[src/rtl/kpd_pkg.sv]
`timescale 1ns / 1ps
// ----------------------------------------------------------------------------
// kpd_pkg
// Shared types and constants for the keypad scanner with debounce and repeat.
// ----------------------------------------------------------------------------
package kpd_pkg;

  localparam int CodeW    = 5;
  localparam int CountW   = 32;
  localparam int CfgIdxW  = 2;
  localparam int CfgDataW = 16;
  localparam int DivCntW  = $clog2(CountW);

  localparam logic [CodeW-1:0] NoKey = CodeW'(16);

  localparam logic [2:0]  RowsRst    = 3'd4;
  localparam logic [2:0]  ColsRst    = 3'd4;
  localparam logic [15:0] ConfirmRst = 16'd4;
  localparam logic [15:0] RepeatRst  = 16'd400;

  typedef enum logic [CfgIdxW-1:0] {
    CFG_ROWS    = 2'd0,
    CFG_COLS    = 2'd1,
    CFG_CONFIRM = 2'd2,
    CFG_REPEAT  = 2'd3
  } cfg_idx_e;

  typedef enum logic [1:0] {
    ST_IDLE,
    ST_DIV,
    ST_UPDATE,
    ST_RD_WAIT
  } state_e;

  typedef struct packed {
    logic scan;
    logic div_step;
    logic update;
    logic rd;
  } cmd_t;

  typedef struct packed {
    logic div_last;
    logic out_free;
  } status_t;

endpackage

[src/rtl/kpd_ctrl.sv]
`timescale 1ns / 1ps
// ----------------------------------------------------------------------------
// kpd_ctrl
// Sequencer: accepts one beat, runs the remainder steps for a tick, then the
// debounce update; issues buffer reads when the output register is free.
// ----------------------------------------------------------------------------
module kpd_ctrl (
  input  logic             clk_i,
  input  logic             rst_ni,
  input  logic             in_valid_i,
  input  logic             action_i,
  output logic             in_ready_o,
  input  kpd_pkg::status_t status_i,
  output kpd_pkg::cmd_t    cmd_o
);

  kpd_pkg::state_e state_q, state_d;

  always_ff @(posedge clk_i or negedge rst_ni) begin
    if (!rst_ni) begin
      state_q <= kpd_pkg::ST_IDLE;
    end else begin
      state_q <= state_d;
    end
  end

  always_comb begin
    state_d    = state_q;
    in_ready_o = 1'b0;
    cmd_o      = '0;
    case (state_q)
      kpd_pkg::ST_IDLE: begin
        in_ready_o = 1'b1;
        if (in_valid_i) begin
          if (action_i) begin
            if (status_i.out_free) begin
              cmd_o.rd = 1'b1;
            end else begin
              state_d = kpd_pkg::ST_RD_WAIT;
            end
          end else begin
            cmd_o.scan = 1'b1;
            state_d    = kpd_pkg::ST_DIV;
          end
        end
      end
      kpd_pkg::ST_DIV: begin
        cmd_o.div_step = 1'b1;
        if (status_i.div_last) begin
          state_d = kpd_pkg::ST_UPDATE;
        end
      end
      kpd_pkg::ST_UPDATE: begin
        cmd_o.update = 1'b1;
        state_d      = kpd_pkg::ST_IDLE;
      end
      kpd_pkg::ST_RD_WAIT: begin
        if (status_i.out_free) begin
          cmd_o.rd = 1'b1;
          state_d  = kpd_pkg::ST_IDLE;
        end
      end
      default: begin
        state_d = kpd_pkg::ST_IDLE;
      end
    endcase
  end

endmodule

[src/rtl/kpd_datapath.sv]
`timescale 1ns / 1ps
// ----------------------------------------------------------------------------
// kpd_datapath
// Config registers, matrix scan, bit-serial remainder, debounce state, key
// buffer and output register.
// ----------------------------------------------------------------------------
module kpd_datapath #(
  parameter int MAX_ROWS = 4,
  parameter int MAX_COLS = 4
) (
  input  logic                                 clk_i,
  input  logic                                 rst_ni,
  input  logic                                 cfg_we_i,
  input  logic [kpd_pkg::CfgIdxW-1:0]          cfg_idx_i,
  input  logic [kpd_pkg::CfgDataW-1:0]         cfg_wdata_i,
  input  logic [15:0]                          pressed_matrix_i,
  input  logic                                 out_ready_i,
  output logic                                 out_valid_o,
  output logic [kpd_pkg::CodeW-1:0]            key_code_o,
  input  kpd_pkg::cmd_t                        cmd_i,
  output kpd_pkg::status_t                     status_o
);

  localparam int Cells = MAX_ROWS * MAX_COLS;

  logic [2:0]  rows_q, cols_q;
  logic [15:0] confirm_q, repeat_q;

  logic [kpd_pkg::CodeW-1:0]   first_key_q, first_key_d;
  logic [kpd_pkg::CountW-1:0]  count_q, count_d;
  logic [kpd_pkg::CodeW-1:0]   buf_key_q, buf_key_d;
  logic [kpd_pkg::CodeW-1:0]   key_q;
  logic [kpd_pkg::CountW-1:0]  dividend_q;
  logic [15:0]                 rem_q, rem_d;
  logic [kpd_pkg::DivCntW-1:0] div_cnt_q;
  logic                        out_valid_q;
  logic [kpd_pkg::CodeW-1:0]   key_code_q;

  logic [Cells-1:0]          cells;
  logic [3:0]                rows_cl, cols_cl;
  logic [kpd_pkg::CodeW-1:0] scan_key;
  logic [16:0]               trial;
  logic                      out_free;

  assign cells   = Cells'(pressed_matrix_i);
  assign rows_cl = (int'(rows_q) > MAX_ROWS) ? 4'(MAX_ROWS) : {1'b0, rows_q};
  assign cols_cl = (int'(cols_q) > MAX_COLS) ? 4'(MAX_COLS) : {1'b0, cols_q};

  // first pressed key in row-major order: walk backward so the earliest wins
  always_comb begin
    scan_key = kpd_pkg::NoKey;
    for (int r = MAX_ROWS - 1; r >= 0; r--) begin
      for (int c = MAX_COLS - 1; c >= 0; c--) begin
        if (r < int'(rows_cl) && c < int'(cols_cl) && cells[r * MAX_COLS + c]) begin
          scan_key = kpd_pkg::CodeW'(c + r * int'(cols_cl));
        end
      end
    end
  end

  assign trial = {rem_q, dividend_q[kpd_pkg::CountW-1]};
  always_comb begin
    if (trial >= {1'b0, repeat_q}) begin
      rem_d = 16'(trial - {1'b0, repeat_q});
    end else begin
      rem_d = trial[15:0];
    end
  end

  always_comb begin
    first_key_d = first_key_q;
    count_d     = count_q;
    buf_key_d   = buf_key_q;
    if (cmd_i.update) begin
      if (key_q == kpd_pkg::NoKey) begin
        count_d     = '0;
        first_key_d = kpd_pkg::NoKey;
      end else if (count_q == '0) begin
        first_key_d = key_q;
        count_d     = kpd_pkg::CountW'(1);
      end else if (key_q == first_key_q) begin
        if ((repeat_q != '0 && rem_q == '0) ||
            count_q == kpd_pkg::CountW'(confirm_q)) begin
          buf_key_d = key_q;
        end
        count_d = count_q + kpd_pkg::CountW'(1);
      end else begin
        count_d     = '0;
        first_key_d = kpd_pkg::NoKey;
      end
    end else if (cmd_i.rd) begin
      buf_key_d = kpd_pkg::NoKey;
    end
  end

  always_ff @(posedge clk_i or negedge rst_ni) begin
    if (!rst_ni) begin
      rows_q      <= kpd_pkg::RowsRst;
      cols_q      <= kpd_pkg::ColsRst;
      confirm_q   <= kpd_pkg::ConfirmRst;
      repeat_q    <= kpd_pkg::RepeatRst;
      first_key_q <= kpd_pkg::NoKey;
      count_q     <= '0;
      buf_key_q   <= kpd_pkg::NoKey;
      div_cnt_q   <= '0;
      out_valid_q <= 1'b0;
    end else begin
      if (cfg_we_i) begin
        case (kpd_pkg::cfg_idx_e'(cfg_idx_i))
          kpd_pkg::CFG_ROWS:    rows_q    <= cfg_wdata_i[2:0];
          kpd_pkg::CFG_COLS:    cols_q    <= cfg_wdata_i[2:0];
          kpd_pkg::CFG_CONFIRM: confirm_q <= cfg_wdata_i;
          kpd_pkg::CFG_REPEAT:  repeat_q  <= cfg_wdata_i;
          default: begin
          end
        endcase
      end
      first_key_q <= first_key_d;
      count_q     <= count_d;
      buf_key_q   <= buf_key_d;
      if (cmd_i.scan) begin
        div_cnt_q <= '0;
      end else if (cmd_i.div_step) begin
        div_cnt_q <= div_cnt_q + kpd_pkg::DivCntW'(1);
      end
      if (cmd_i.rd) begin
        out_valid_q <= 1'b1;
      end else if (out_ready_i) begin
        out_valid_q <= 1'b0;
      end
    end
  end

  always_ff @(posedge clk_i) begin
    if (cmd_i.scan) begin
      key_q      <= scan_key;
      dividend_q <= count_q;
      rem_q      <= '0;
    end else if (cmd_i.div_step) begin
      dividend_q <= {dividend_q[kpd_pkg::CountW-2:0], 1'b0};
      rem_q      <= rem_d;
    end
    if (cmd_i.rd) begin
      key_code_q <= buf_key_q;
    end
  end

  assign out_free          = !out_valid_q || out_ready_i;
  assign status_o.out_free = out_free;
  assign status_o.div_last = (div_cnt_q == kpd_pkg::DivCntW'(kpd_pkg::CountW - 1));
  assign out_valid_o       = out_valid_q;
  assign key_code_o        = key_code_q;

endmodule

[src/rtl/keypad_scan_debounce_repeat_core.sv]
`timescale 1ns / 1ps
// ----------------------------------------------------------------------------
// keypad_scan_debounce_repeat_core
// Matrix keypad scanner with debounce, auto-repeat and a one-key buffer.
//
//   channel  signals                               direction
//   in       in_valid_i/in_ready_o, action_i,      beat in
//            pressed_matrix_i
//   out      out_valid_o/out_ready_i, key_code_o   beat out (reads only)
//   cfg      cfg_we_i, cfg_idx_i, cfg_wdata_i      write, no wait
//
// A scan tick runs the bit-serial remainder of the 32-bit count by the repeat
// period, one count bit per step in ST_DIV, then the debounce update in
// ST_UPDATE, and returns to idle with ready high.
// A read waits only while the output register is full and out_ready_i is low.
// Reset clears the debounce state, the buffer and the output valid.
// ----------------------------------------------------------------------------
module keypad_scan_debounce_repeat_core #(
  parameter int MAX_ROWS = 4,
  parameter int MAX_COLS = 4
) (
  input  logic                         clk_i,
  input  logic                         rst_ni,
  input  logic                         in_valid_i,
  output logic                         in_ready_o,
  input  logic                         action_i,
  input  logic [15:0]                  pressed_matrix_i,
  output logic                         out_valid_o,
  input  logic                         out_ready_i,
  output logic [kpd_pkg::CodeW-1:0]    key_code_o,
  input  logic                         cfg_we_i,
  input  logic [kpd_pkg::CfgIdxW-1:0]  cfg_idx_i,
  input  logic [kpd_pkg::CfgDataW-1:0] cfg_wdata_i
);

  kpd_pkg::cmd_t    cmd;
  kpd_pkg::status_t status;

  kpd_ctrl u_ctrl (
    .clk_i      (clk_i),
    .rst_ni     (rst_ni),
    .in_valid_i (in_valid_i),
    .action_i   (action_i),
    .in_ready_o (in_ready_o),
    .status_i   (status),
    .cmd_o      (cmd)
  );

  kpd_datapath #(
    .MAX_ROWS (MAX_ROWS),
    .MAX_COLS (MAX_COLS)
  ) u_datapath (
    .clk_i            (clk_i),
    .rst_ni           (rst_ni),
    .cfg_we_i         (cfg_we_i),
    .cfg_idx_i        (cfg_idx_i),
    .cfg_wdata_i      (cfg_wdata_i),
    .pressed_matrix_i (pressed_matrix_i),
    .out_ready_i      (out_ready_i),
    .out_valid_o      (out_valid_o),
    .key_code_o       (key_code_o),
    .cmd_i            (cmd),
    .status_o         (status)
  );

  a_tick_busy: assert property (@(posedge clk_i) disable iff (!rst_ni)
    in_valid_i && in_ready_o && !action_i |=> !in_ready_o)
    else $error("ready during tick processing");

  a_tick_done: assert property (@(posedge clk_i) disable iff (!rst_ni)
    in_valid_i && in_ready_o && !action_i |-> ##34 in_ready_o)
    else $error("tick did not finish in 34 cycles");

  a_read_out: assert property (@(posedge clk_i) disable iff (!rst_ni)
    in_valid_i && in_ready_o && action_i && (!out_valid_o || out_ready_i)
    |=> out_valid_o && key_code_o <= kpd_pkg::NoKey)
    else $error("read did not load a valid key code");

endmodule
[config.mk]
export PLATFORM = sky130hd
export DESIGN_NAME = keypad_scan_debounce_repeat_core
export DESIGN_NICKNAME = d
export VERILOG_FILES = /design/src/rtl/kpd_pkg.sv /design/src/rtl/kpd_ctrl.sv /design/src/rtl/kpd_datapath.sv /design/src/rtl/keypad_scan_debounce_repeat_core.sv
export SDC_FILE = /design/constraint.sdc
export NUM_CORES = 1
export LEC_CHECK = 0
export BUFFER_PORTS_ARGS = -buffer_cell sky130_fd_sc_hd__buf_2
export CAP_MARGIN = 0
export CORE_MARGIN = 4
export CORE_UTILIZATION = 30
export CTS_CLUSTER_DIAMETER = 50
export DETAILED_ROUTE_END_ITERATION = 8
export GPL_TIMING_DRIVEN = 0
export HOLD_SLACK_MARGIN = 0.06
export PLACE_DENSITY = 0.51
export SLEW_MARGIN = 30
export SYNTH_ARGS = -nofsm -noshare
export SYNTH_HDL_FRONTEND = slang
export SYNTH_SLANG_ARGS = --single-unit
export TNS_END_PERCENT = 30
[constraint.sdc]
create_clock -name clk_i -period 5.05 [get_ports clk_i]
set_input_delay 0.7575 -clock clk_i [delete_from_list [all_inputs] [get_ports clk_i]]
set_output_delay 0.7575 -clock clk_i [all_outputs]
set_load 0.02 [all_outputs]
[After elaboration in Yosys (flattened, before gate mapping)]
Cells that the tools add are included.
Storage, ports and cells
  register bits after elaboration: 146
  bits in latches: 0
  bits in writable memories: 0
  ROM bits: 0
  bits of input ports: 40
  output and inout bits: 7
  word-level logic and storage cells: 166
  memories kept: 0
Cells by class
  $add $sub $neg: 12
  multipliers: 1
  div/mod/pow operators: 0
  $lt $le $gt $ge: 11
  eq/ne operators: 19
  shift-type cells: 0
  multiplexer cells: 52
  bitwise logic cells: 0
  reduce and logical (&&, ||, !) cells: 54
Operators by type and width (number)
  32-bit two-way mux: 5
  5-bit two-way mux: 22
  1-bit logical AND: 33
  32-bit by 1-bit adder with 32-bit output (second input constant): 1
  32-bit by 16-bit equality test with 1-bit output: 1
  32-bit logical NOT: 1
  2-bit by 5-bit adder with 5-bit output (first input constant): 5
  17-bit by 16-bit greater-or-equal comparator with 1-bit output: 1
  16-bit logical NOT: 1
  1-bit by 4-bit less-than comparator with 1-bit output (first input constant): 4
  2-bit by 4-bit less-than comparator with 1-bit output (first input constant): 4
  16-bit two-way mux: 1
  16-bit nonzero test: 1
  16-bit subtractor: 1
  2-bit two-way mux: 7
  1-bit two-way mux: 12
  2-bit by 4-bit adder with 5-bit output (first input constant): 2
  5-bit equality test (second input constant): 2
  2-bit AND reduction: 5
  2-bit equality test (second input constant): 4
  2-bit inequality test (second input constant): 4
  2-bit case mux with 4 select lines: 1
  3-bit greater-than comparator (second input constant): 2
  3-bit two-way mux: 2
  20 further kinds: 27

[Depth between registers and ports, before layout]
Gate-level depths: netlist of the first run.
  word-level depth: 20
  gate-level depth with buffers: 13
  gate-level depth less buffers: 10

[By module]
From an unflattened synthesis of the first run, not the netlist that was laid out.
Second synthesis, totals
  cells, all modules: 776
  area total of the unflattened synthesis: 8184.1 sq um
Modules (own cells, without submodules)
  kpd_datapath: times used 1, cells an instance 755, area each 7981.4 sq um, sequential area each 3743.6 sq um
  kpd_ctrl: times used 1, cells an instance 21, area each 202.7 sq um, sequential area each 50.0 sq um

[Worst setup path after synthesis of the first run]
OpenSTA, ideal clock, no wires.
  path type: reg2reg
  from: register u_datapath.cols_q[2]
  to: register u_datapath.key_q[3] (netlist name), data pin
  library setup time: 0.141 ns
  arrival time: 3.349 ns
  required time: 4.909 ns
  path slack: 1.559 ns
  cell stages (with the launch flop): 13
  path buffers: 3
  clock period less this slack: 3.491 ns
  path through: dfstp_2 > buf_6 > buf_2 > clkbuf_1 > nand2b_1 > inv_1 > ha_1 > fa_1 > ha_1 > nand2_1 > or4_1 > a311o_1 > a21oi_2
On the way
  longest elaborated chain between the ends: 17
  elaborated cells between the ends (all ways): 61
  classes of those cells: 9 x add/sub; 1 x mul; 5 x order compare; 13 x mux; 33 x reduce/logical
RTL lines
  from (decl): RTL line kpd_datapath.sv:26  | logic [2:0] rows_q, cols_q;
  from (signal assigned): RTL line kpd_datapath.sv:99  | cols_q <= kpd_pkg::ColsRst;
  from (signal assigned): RTL line kpd_datapath.sv:111  | kpd_pkg::CFG_COLS: cols_q <= cfg_wdata_i[2:0];
  3-bit greater-than comparator: RTL line kpd_datapath.sv:47  | assign cols_cl = (int'(cols_q) > MAX_COLS) ? 4'(MAX_COLS) : {1'b0, cols_q};
  3-bit two-way mux *: RTL line kpd_datapath.sv:47
  branches (longest 15 deep; another with 2-bit by 3-bit multiplier with 5-bit output)
  to (signal assigned): RTL line kpd_datapath.sv:136  | key_q <= scan_key;
  to (decl): RTL line kpd_datapath.sv:32  | logic [kpd_pkg::CodeW-1:0] key_q;
Every way passes the cells marked *.
A chain may end at the register's enable or synchronous reset.

[Worst setup path after layout of the first run]
  from: register u_datapath.cols_q[2]
  to: register u_datapath.key_q[2] (netlist name), data pin
Same word-level chain as after synthesis.

==> results.md, run 1 <==
- Later-pin clock latency in the skew report: 0.43 ns
- Port Buffers: 46
- Mapped Area: 0.00854 sq mm
- Final-report setup violation count: 0
- Start-to-end type of the worst setup path: flip-flop to flip-flop
- Status: complete, no violations
- Sequential-to-total area share from yosys stat: 44.4%
- Post-synthesis average cell area: 9.45 sq um
- Maximum operating frequency: 240 MHz
- Endpoint required time on the critical path: 5.21 ns
- Count of H-tree levels built during CTS: 4
- Effective utilization at floorplan: 30.6%
- Total iterations of the first detailed-routing run: 4
- Number of cells produced by synthesis: 904
- Total track usage: roughly 15%
- Worst Reg-to-Reg Cells: 12
- Count of hold buffers inserted by post-cts repair: 0
- Worst supply voltage drop on vdd: between 0.2 and 0.25 mV
- Cells resized by post-CTS repair: 0
- Startpoint kind of the worst setup timing path: flip-flop
- Power density over cell area: 515 mW/mm^2
- Reg-to-reg startpoint: u_datapath.cols_q[2]$_DFFE_PN1P_
- Number of max-slew violations in the final report: 0
- Final core utilization: 35.5%
- First-pass GRT wire length: 36500 microns
- Clock buffers created by TritonCTS: 17
- Number of enable-type register cells in the synthesized netlist: 42
- Worst slew slack as a fraction of its limit: 50.0%
- Highest fanout seen on the critical path: 10
- Min-delay worst type: primary input to asynchronous set/reset pin
- Area used by multi-input combinational logic: ~0.0044 sq mm
- Worst setup path startpoint: u_datapath.cols_q[2]$_DFFE_PN1P_
- Filler instances: 2900
- Critical path endpoint category: flip-flop
- Core ar.: 0.0279 sq mm
- Sum of negative setup slack: 0 ns
- Ys flop type: dfrtp_1
- Number of antenna violations at the first check in global routing: 0
- Post-detailed-route wirelength per cell: 16.3 microns
- GRT Residual Overflow: 0
- Clock tree from TritonCTS: done
- Final wirelength: 22200 microns
- Detailed-route via count: between 6000 and 7000
- Number of global-route vias before repair: 6739
- Final cycle utilization of the critical path: 82.6%
- Total Die Area: 0.0312 sq mm
- Post-route minimum period: 4.17 ns
- Max-cap violations: 0
- Crit path arrival time: approximately 4.3 ns
- Die Wd: roughly 180 microns
- Drt first-iter violations: approximately 430
- Fraction of layout cells with a size suffix above 1: 15.4%
- Synthesized Nets: 979
- Post-DP HPWL: 16400 microns
- Number of setup buffers added after CTS: 0
- Pin count of the biggest net entering global routing: 48
- Async set or reset register ratio after synthesis: 60.3%
- Num Clock Sinks: 146
- Antenna diodes: 0
- Top Ports: 47
- Setup clock skew after layout: approximately 0.01 ns
- Synthesized flop and latch total: 146
- Maximum root-to-sink buffer count: 2
- Antenna Violating Nets Remaining: 0
- Vertical die dimension: 177 microns
- Root buf cell: clkbuf_16
- Syn. warnings: 0
- Area Overhead vs Synth: 16.0%
- Number of rows created at floorplan: between 60 and 70
- Number of nets in the layout: 1045
- Static power due to leakage: 0.00437 uW
- Non-Filler Instances: 1361
- Slew at the pin closest to its max-slew limit: around 0.75 ns
- Number of failing hold endpoints at the final stage: 0
- Via-per-instance ratio: 5.01
- Placed cells: 1329
- Final RePlAce weighted congestion: 0.879
- Register area: 0.00379 sq mm
- Netlist cell types: 78
- Setup repair after global routing missed its margin: false
- Clock slew seen by the registers of the worst setup and hold paths: 0.06 ns
- DRC errors left: 0
## registers in the layout, summed over array words and instances (netlist names)
register / count
u_ctrl.state_q: 2
u_datapath.buf_key_q: 5
u_datapath.cols_q: 3
u_datapath.confirm_q: 16
u_datapath.count_q: 32
u_datapath.div_cnt_q: 5
u_datapath.dividend_q: 32
u_datapath.first_key_q: 5
u_datapath.key_code_o: 5
u_datapath.key_q: 5
u_datapath.out_valid_o: 1
u_datapath.rem_q: 16
u_datapath.repeat_q: 16
u_datapath.rows_q: 3
## layout make-up
cell class | count | share of cell area [%]
multi-input combinational | 681 | 44.7
sequential | 146 | 38.3
clock buffer | 22 | 5.11
tap | 378 | 4.77
timing repair buffer | 47 | 2.66
buffer | 37 | 1.73
inverter | 40 | 1.52
clock inverter | 10 | 1.20
## synth_stat cells, types with 12 or more instances
cell type	instances	area (sq um)
a21oi_1	40	200
and3_1	18	113
clkbuf_1	20	75.1
dfrtp_1	80	2000
dfxtp_1	16	320
edfxtp_1	42	1260
ha_1	33	413
inv_1	38	143
mux2_2	37	417
mux2i_1	21	210
nand2_1	150	563
nand3_1	27	135
nand4_1	15	93.8
nor2_1	67	251
nor3_1	15	75.1
nor4_1	21	131
o21ai_0	37	185
o21ai_1	14	70.1
xnor2_1	12	105
xor2_1	47	412
## metrics by stage
stage	area, sq um	setup WS [ns]	power [uW]	hold WS, ns
3_5_place_dp	9280	0.858	3800	0.444
4_1_cts	9910	0.820	5140	0.262
5_1_grt	9910	0.610	5480	0.271
3_3_place_gp	9240	0.814	3790	0.440
2_1_floorplan	8540	1.56	3240	0.425
6_report	9910	0.881	5100	0.264
## cell families (layout without fill, tap and decap cells)
group | count (synthesis) | count (layout) | synth area share [%]
compound gates | 172 | 172 | 13.4
buf+inv | 77 | 156 | 3.75
xor+xnor | 59 | 59 | 6.05
simple gates | 356 | 356 | 19.6
flops | 146 | 146 | 44.4
fa+ha+maj | 35 | 35 | 5.30
mux | 59 | 59 | 7.47
## worst max-delay path, stage by stage (launching register included)
cell and delay, ns:
dfstp_2 0.54, buf_6 0.13, buf_2 0.20, clkbuf_1 0.44
nand2b_1 0.35, inv_1 0.19, ha_1 0.30, fa_1 0.59
ha_1 0.25, mux2i_1 0.13, a2111oi_0 0.12, a2111oi_0 0.51
o21bai_1 0.14
## cells in the final DEF, fill, tap and decap left out, types with 5 or more instances in the layout
master	n
nand2_1	150
dfrtp_1	80
nor2_1	67
buf_2	55
xor2_1	47
edfxtp_1	42
a21oi_1	40
inv_1	37
o21ai_0	37
mux2_2	37
ha_1	33
nand3_1	27
clkbuf_1	21
nor4_1	21
mux2i_1	21
clkbuf_16	19
and3_1	18
dfxtp_1	16
nand4_1	15
o21ai_1	14
nor3_1	14
xnor2_1	12
nand2b_1	9
dfstp_2	8
a22o_1	7
or3_1	5
o211ai_1	5
and2_1	5
o21a_1	5
## metal layers
| metal | GRT usage (%) | wire [microns] | vias up | part of all wire (%) |
|---|---|---|---|---|
| met5 | 0 | 0 | - | 0 |
| met4 | 3.09 | 192 | 0 | 0.86 |
| met3 | 2.67 | 670 | 17 | 3.0 |
| met2 | 23.2 | 10100 | 109 | 45 |
| met1 | 21.1 | 11300 | 3325 | 51 |
| li1 | - | - | 3365 | - |
## worst paths after layout
check | to | slack, ns
setup / recovery | u_datapath.key_q[2]$_SDFFCE_PP0P_ | 0.88
hold / removal | u_datapath.count_q[24]$_DFFE_PN0N_ | 0.26
setup reg to reg | u_datapath.key_q[2]$_SDFFCE_PP0P_ | 0.88
hold reg to reg | u_datapath.key_code_o[0]$_DFFE_PP_ | 0.46
max in group asynchronous | u_datapath.confirm_q[2]$_DFFE_PN1P_ | 4.15
min in group clk_i | u_datapath.key_code_o[0]$_DFFE_PP_ | 0.46
## where the power goes
group,switching [uW],internal (uW)
combinational,1210,774
clock,502,815
sequential,203,1590
total,1920,3180
Note: power is estimated with default switching activity, not from simulation.
==> run 2, diff against run 1 <==
- ABC_AREA: not set -> 1
- PLACE_DENSITY: 0.51 -> 0.53
- clock period: 5.05 -> 3.5 ns (I/O delays scaled with it)
==> results.md, run 2 <==
- Start-to-end type of the worst setup path: flip-flop to flip-flop (unchanged)
- Crit path arrival time: 3.34 ns (was 4.33 ns)
- Final cycle utilization of the critical path: 90.4% (was 82.6%)
- Most numerous cell in the Yosys netlist: nand2_1 (unchanged)
- Placed cells: 1457 (was 1329)
- Final wirelength: 21200 microns (was 22200 microns)
- Most frequent cells in the layout: nand2_1, inv_1, o21ai_0 (was nand2_1, dfrtp_1, nor2_1)
- Worst supply voltage drop on vdd: 0.257 mV (was 0.231 mV)
- Clock tree from TritonCTS: done (unchanged)
- Startpoint kind of the worst setup timing path: flip-flop (unchanged)
- Synthesized Nets: 1108 (was 979)
- Final-report setup violation count: 0 (unchanged)
- Endpoint required time on the critical path: 3.68 ns (was 5.21 ns)
- Area Overhead vs Synth: 15.9% (was 16.0%)
- Number of max-slew violations in the final report: 0 (unchanged)
- Post-synthesis average cell area: 8.15 sq um (was 9.45 sq um)
- Reg-to-reg startpoint: u_datapath.cols_q[2]$_DFFE_PN1P_ (unchanged)
- Registers with the highest flip-flop counts: u_datapath.count_q x32, u_datapath.dividend_q x32 (unchanged)
- Post-detailed-route wirelength per cell: 14.2 microns (was 16.3 microns)
- Number of global-route vias before repair: 6759 (was 6739)
- Antenna Violating Nets Remaining: 0 (unchanged)
- Effective utilization at floorplan: 30.4% (was 30.6%)
- Synthesized flop and latch total: 146 (unchanged)
- Via-per-instance ratio: 4.68 (was 5.01)
- Post-DP HPWL: 16100 microns (was 16400 microns)
- Setup slack after placement: 0.0846 ns (was 0.858 ns)
- Num Clock Sinks: 146 (unchanged)
- Number of antenna violations at the first check in global routing: 0 (unchanged)
- Cell types with the largest area share after synthesis: dfrtp_1, edfxtp_1, nand2_1 (unchanged)
- DRC errors left: 0 (unchanged)
- First-pass GRT wire length: 35000 microns (was 36500 microns)
- Final RePlAce weighted congestion: 0.830 (was 0.879)
- Status: complete, no violations (unchanged)
- Fraction of layout cells with a size suffix above 1: 12.1% (was 15.4%)
- Count of H-tree levels built during CTS: 4 (unchanged)
- Static power due to leakage: 0.00448 uW (was 0.00437 uW)
- Setup repair after global routing missed its margin: false (unchanged)
- Syn. warnings: 0 (unchanged)
- Origin of the worst min-delay path: cfg_wdata_i[8]
- Most common cell after layout, fill and taps aside: nand2_1 (unchanged)
- Critical path endpoint category: flip-flop (unchanged)
- Cell accounting for the most synthesized area: dfrtp_1 (unchanged)
- GRT Residual Overflow: 0 (unchanged)
- Number of rows created at floorplan: 61 (unchanged)
- Power density over cell area: 714 mW/mm^2 (was 515 mW/mm^2)
- Number of nets in the layout: 1175 (was 1045)
- Port Buffers: 46 (unchanged)
- Netlist cell types: 52 (was 78)
- Worst setup path startpoint: u_datapath.cols_q[2]$_DFFE_PN1P_ (unchanged)
- Vertical die dimension: 175 microns (was 177 microns)
- Minimum hold slack: 0.371 ns (was 0.264 ns)
- Most used standard cells in the synthesized netlist: nand2_1, inv_1, o21ai_0 (was nand2_1, dfrtp_1, nor2_1)
- Clock slew seen by the registers of the worst setup and hold paths: 0.06 ns (about the same)
- Slew at the pin closest to its max-slew limit: 0.797 ns (was 0.750 ns)
- Top Ports: 47 (unchanged)
- Number of cells produced by synthesis: 1032 (was 904)
- Worst slew slack as a fraction of its limit: 46.7% (was 50.0%)
- Max-cap violations: 0 (unchanged)
- Maximum root-to-sink buffer count: 2 (unchanged)
- Total power: 6960 uW (was 5100 uW)
- Setup clock skew after layout: 0.0116 ns (was 0.0102 ns)
- Detailed-route via count: 6969 (was 6816)
- Highest fanout seen on the critical path: 10 (unchanged)
- Number of enable-type register cells in the synthesized netlist: 42 (unchanged)
- Async set or reset register ratio after synthesis: 60.3% (unchanged)
- Number of failing hold endpoints at the final stage: 0 (unchanged)
- Core ar.: 0.0277 sq mm (was 0.0279 sq mm)
- Pin count of the biggest net entering global routing: 67 (was 48)
- Min-delay worst type: primary input to flip-flop (was primary input to asynchronous set/reset pin)
- Total Die Area: 0.0308 sq mm (was 0.0312 sq mm)
- Post-route minimum period: 3.17 ns (was 4.17 ns)
- Drt first-iter violations: 413 (was 434)
- Clock buffers created by TritonCTS: 17 (unchanged)
- Mapped Area: 0.00841 sq mm (was 0.00854 sq mm)
- Total track usage: 14.2% (was 14.7%)
- Total iterations of the first detailed-routing run: 5 (was 4)
- Root buf cell: clkbuf_16 (unchanged)
- Die Wd: 175 microns (was 177 microns)
- Later-pin clock latency in the skew report: 0.43 ns (about the same)
- Sequential-to-total area share from yosys stat: 45.1% (was 44.4%)
- Final setup margin: 0.335 ns (was 0.881 ns)
- Maximum operating frequency: 316 MHz (was 240 MHz)
- Ys flop type: dfrtp_1 (unchanged)
- Post-synth top area share: 23.8% (was 23.4%)
- Non-Filler Instances: 1490 (was 1361)
- Antenna diodes: 0 (unchanged)
==> run 2: cell types whose count changed in the layout (fill, tap and decap cells not counted), moves of 18 or more <==
cell     change
and3_1      -18
inv_1      +106
mux2_2      -37
mux2i_1     -21
nand2_1     +84
o21ai_0     +68
xor2_1      -24
==> run 2: logic make-up (layout without fill, tap and decap cells) <==
group | Yosys count | after routing | share of synthesized area [%]
buf+inv | 181 | 261 | 8.50
compound gates | 207 | 207 | 13.7
simple gates | 420 | 420 | 22.8
xor+xnor | 42 | 42 | 4.37
fa+ha+maj | 36 | 36 | 5.53
flops | 146 | 146 | 45.1
==> run 2: worst paths after layout <==
check	end	slack (ns)	cells past startpoint
setup / recovery	u_datapath.key_q[3]$_SDFFCE_PP0P_	0.33	17
hold / removal	u_datapath.repeat_q[8]$_DFFE_PN1P_	0.37	3
setup reg to reg	u_datapath.key_q[3]$_SDFFCE_PP0P_	0.33	17
hold reg to reg	u_datapath.key_code_o[0]$_DFFE_PP_	0.45	0
max in group asynchronous	u_datapath.repeat_q[7]$_DFFE_PN1P_	2.29	3
min in group asynchronous	u_datapath.count_q[24]$_DFFE_PN0N_	0.54	2
==> run 2: stage by stage <==
step	setup TNS, ns	cell area [sq um]	utilization, %
2_1_floorplan	0	8410	-
3_3_place_gp	-0.193	9110	32.9
3_5_place_dp	0	9150	33.0
4_1_cts	0	9730	35.1
5_1_grt	0	9750	35.2
6_report	0	9750	35.2
==> run 2: what timing repair did <==
item / in CTS / in global routing
gates resized for setup: 0 / 2
setup buffers: 0 / 0
hold buffers: 1 / 0
setup endpoints to repair: 0 / 2
hold endpoints to repair: 20 / 0
==> run 2: per-layer routing <==
metal	GRT usage, %	wire [microns]	up-vias
li1	-	-	3572
met5	0	0	-
met2	22.8	9750	129
met4	4.42	310	0
met3	2.41	749	16
met1	19.6	10400	3252
==> run 2: critical path: stages (launching register included) <==
cell	delay (ns)
dfstp_2	0.57
o21ai_1	0.12
nand2_2	0.21
inv_2	0.11
ha_1	0.25
fa_1	0.64
ha_1	0.21
inv_1	0.04
nand2_1	0.05
nand2_1	0.08
a21oi_1	0.14
a21oi_1	0.09
nand2_1	0.06
nand3_1	0.07
nand2_1	0.07
nand2_1	0.05
nand3_1	0.07
a21oi_1	0.07
==> run 2: layout make-up <==
cell class | count | area, sq um
tap | 378 | 473
clock buffer | 25 | 507
timing repair buffer | 48 | 274
clock inverter | 7 | 71.3
buffer | 24 | 125
inverter | 157 | 589
multi-input combinational | 705 | 3920
sequential | 146 | 3790
fill | 2878 | 18000
==> run 2: power by group <==
part	switching [uW]	internal [uW]	total, uW
combinational	1700	957	2660
clock	709	1080	1790
sequential	248	2260	2510
==> run 3, diff against run 2 <==
- PLACE_DENSITY: 0.53 -> 0.44
==> results.md, run 3 (synthesis results as in run 2) <==
- Status: complete, no violations (unchanged)
- Post-route minimum period: 3.16 ns (was 3.17 ns)
- Vertical die dimension: 175 microns (unchanged)
- Number of nets in the layout: 1176 (was 1175)
- Drt first-iter violations: 372 (was 413)
- Die Wd: 175 microns (unchanged)
- Num Clock Sinks: 146 (unchanged)
- GRT Residual Overflow: 0 (unchanged)
- Via-per-instance ratio: 4.63 (was 4.68)
- Clock slew seen by the registers of the worst setup and hold paths: 0.07 ns (was 0.06 ns)
- Number of failing hold endpoints at the final stage: 0 (unchanged)
- Worst supply voltage drop on vdd: 0.243 mV (was 0.257 mV)
- Antenna diodes: 0 (unchanged)
- Detailed-route via count: 6905 (was 6969)
- Setup repair after global routing missed its margin: false (unchanged)
- Root buf cell: clkbuf_16 (unchanged)
- Minimum hold slack: 0.369 ns (was 0.371 ns)
- Worst slew slack as a fraction of its limit: 47.6% (was 46.7%)
- Setup clock skew after layout: 0.0136 ns (was 0.0116 ns)
- Port Buffers: 46 (unchanged)
- Total Die Area: 0.0308 sq mm (unchanged)
- Static power due to leakage: 0.00449 uW (was 0.00448 uW)
- Antenna Violating Nets Remaining: 0 (unchanged)
- Min-delay worst type: primary input to flip-flop (unchanged)
- Pin count of the biggest net entering global routing: 62 (was 67)
- Core ar.: 0.0277 sq mm (unchanged)
- Count of H-tree levels built during CTS: 4 (unchanged)
- Start-to-end type of the worst setup path: flip-flop to flip-flop (unchanged)
- Max-cap violations: 0 (unchanged)
- Number of max-slew violations in the final report: 0 (unchanged)
- Top Ports: 47 (unchanged)
- Crit path arrival time: 3.35 ns (was 3.34 ns)
- Sum of negative setup slack: 0 ns (unchanged)
- Filler instances: 2930 (was 2878)
- Fraction of layout cells with a size suffix above 1: 12.4% (was 12.1%)
- Clock buffers created by TritonCTS: 17 (unchanged)
- Number of rows created at floorplan: 61 (unchanged)
- Total track usage: 15.6% (was 14.2%)
- Post-detailed-route wirelength per cell: 15.5 microns (was 14.2 microns)
- Clock tree from TritonCTS: done (unchanged)
- Maximum operating frequency: 316 MHz (about the same)
- Final wirelength: 23100 microns (was 21200 microns)
- Final-report setup violation count: 0 (unchanged)
- DRC errors left: 0 (unchanged)
- Number of global-route vias before repair: 7000 (was 6759)
- Most frequent cells in the layout: nand2_1, inv_1, o21ai_0 (unchanged)
- Registers with the highest flip-flop counts: u_datapath.count_q x32, u_datapath.dividend_q x32 (unchanged)
- Total power: 7110 uW (was 6960 uW)
- Final cell area excluding filler cells: 0.00979 sq mm (was 0.00975 sq mm)
- Number of antenna violations at the first check in global routing: 0 (unchanged)
- Post-DP HPWL: 17700 microns (was 16100 microns)
- Later-pin clock latency in the skew report: 0.43 ns (about the same)
- Final RePlAce weighted congestion: 0.799 (was 0.830)
- Effective utilization at floorplan: 30.4% (unchanged)
- Area Overhead vs Synth: 16.4% (was 15.9%)
- Endpoint required time on the critical path: 3.68 ns (about the same)
- First-pass GRT wire length: 38200 microns (was 35000 microns)
- Total iterations of the first detailed-routing run: 7 (was 5)
- Maximum root-to-sink buffer count: 2 (unchanged)
- Final cycle utilization of the critical path: 90.4% (about the same)
- Slew at the pin closest to its max-slew limit: 0.784 ns (was 0.797 ns)
- Power density over cell area: 726 mW/mm^2 (was 714 mW/mm^2)
- Number of setup buffers added after CTS: 0 (unchanged)
- Final core utilization: 35.3% (was 35.2%)
- Startpoint kind of the worst setup timing path: flip-flop (unchanged)
- Critical path endpoint category: flip-flop (unchanged)
- Highest fanout seen on the critical path: 10 (unchanged)
- Cell Area, Placed: 0.00918 sq mm (was 0.00915 sq mm)
- Most common cell after layout, fill and taps aside: nand2_1 (unchanged)
run 3: layer usage:
| metal | track usage (%) | up-vias | routed length [microns] |
|---|---|---|---|
| met4 | 3.96 | 0 | 193 |
| li1 | - | 3559 | - |
| met3 | 2.43 | 11 | 683 |
| met5 | 0 | - | 0 |
| met1 | 22.3 | 3230 | 11700 |
| met2 | 24.7 | 105 | 10500 |
run 3: where the power goes:
| part | switching, uW | internal [uW] |
|---|---|---|
| combinational | 1740 | 988 |
| clock | 781 | 1080 |
| sequential | 257 | 2260 |
| total | 2780 | 4330 |
run 3: worst max-delay path, cell delays in order, from the launching register on:
cell and delay (ns):
dfstp_2 0.58, o21ai_1 0.12, nand2_2 0.22, inv_2 0.11, ha_1 0.25, fa_1 0.64
ha_1 0.22, inv_1 0.04, nand2_1 0.05, nand2_1 0.07, a21oi_1 0.13, a21oi_1 0.09
nand2_1 0.07, nand3_1 0.07, nand2_1 0.07, nand2_1 0.06, nand3_1 0.07, a21oi_1 0.07
run 3: cell type report:
class | count | area (sq um) | share of cell area, %
clock buffers | 19 | 443 | 4.52
clock inverters | 13 | 150 | 1.53
plain buffers | 24 | 125 | 1.28
inverters | 157 | 589 | 6.02
well taps | 378 | 473 | 4.83
repair buffers | 49 | 302 | 3.08
multi-input cells | 705 | 3920 | 40.0
flip-flops and latches | 146 | 3790 | 38.7
run 3: worst paths after layout:
check	start	endpoint	slack, ns	cells after the start
max	u_datapath.cols_q[2]$_DFFE_PN1P_	u_datapath.key_q[3]$_SDFFCE_PP0P_	0.34	17
min	cfg_wdata_i[4]	u_datapath.repeat_q[4]$_DFFE_PN1P_	0.37	3
max reg2reg	u_datapath.cols_q[2]$_DFFE_PN1P_	u_datapath.key_q[3]$_SDFFCE_PP0P_	0.34	17
min reg2reg	u_datapath.buf_key_q[0]$_DFFE_PN0P_	u_datapath.key_code_o[0]$_DFFE_PP_	0.45	0
max in group asynchronous	rst_ni	u_datapath.cols_q[2]$_DFFE_PN1P_	2.27	3
min in group asynchronous	rst_ni	u_datapath.count_q[24]$_DFFE_PN0N_	0.55	2
run 3: stage by stage:
step | setup slack (ns) | instances
2_1_floorplan | 0.566 | 1032
6_report | 0.337 | 1491
3_5_place_dp | 0.00547 | 1458
4_1_cts | 0.208 | 1491
5_1_grt | 0.0216 | 1491
3_3_place_gp | -0.204 | 1456
run 3: what timing repair did:
item | in CTS | in global routing
setup endpoints to repair | 1 | 2
hold endpoints to repair | 24 | 0
hold buffers | 1 | 0
gates resized for setup | 1 | 1
cloned | 0 | 0
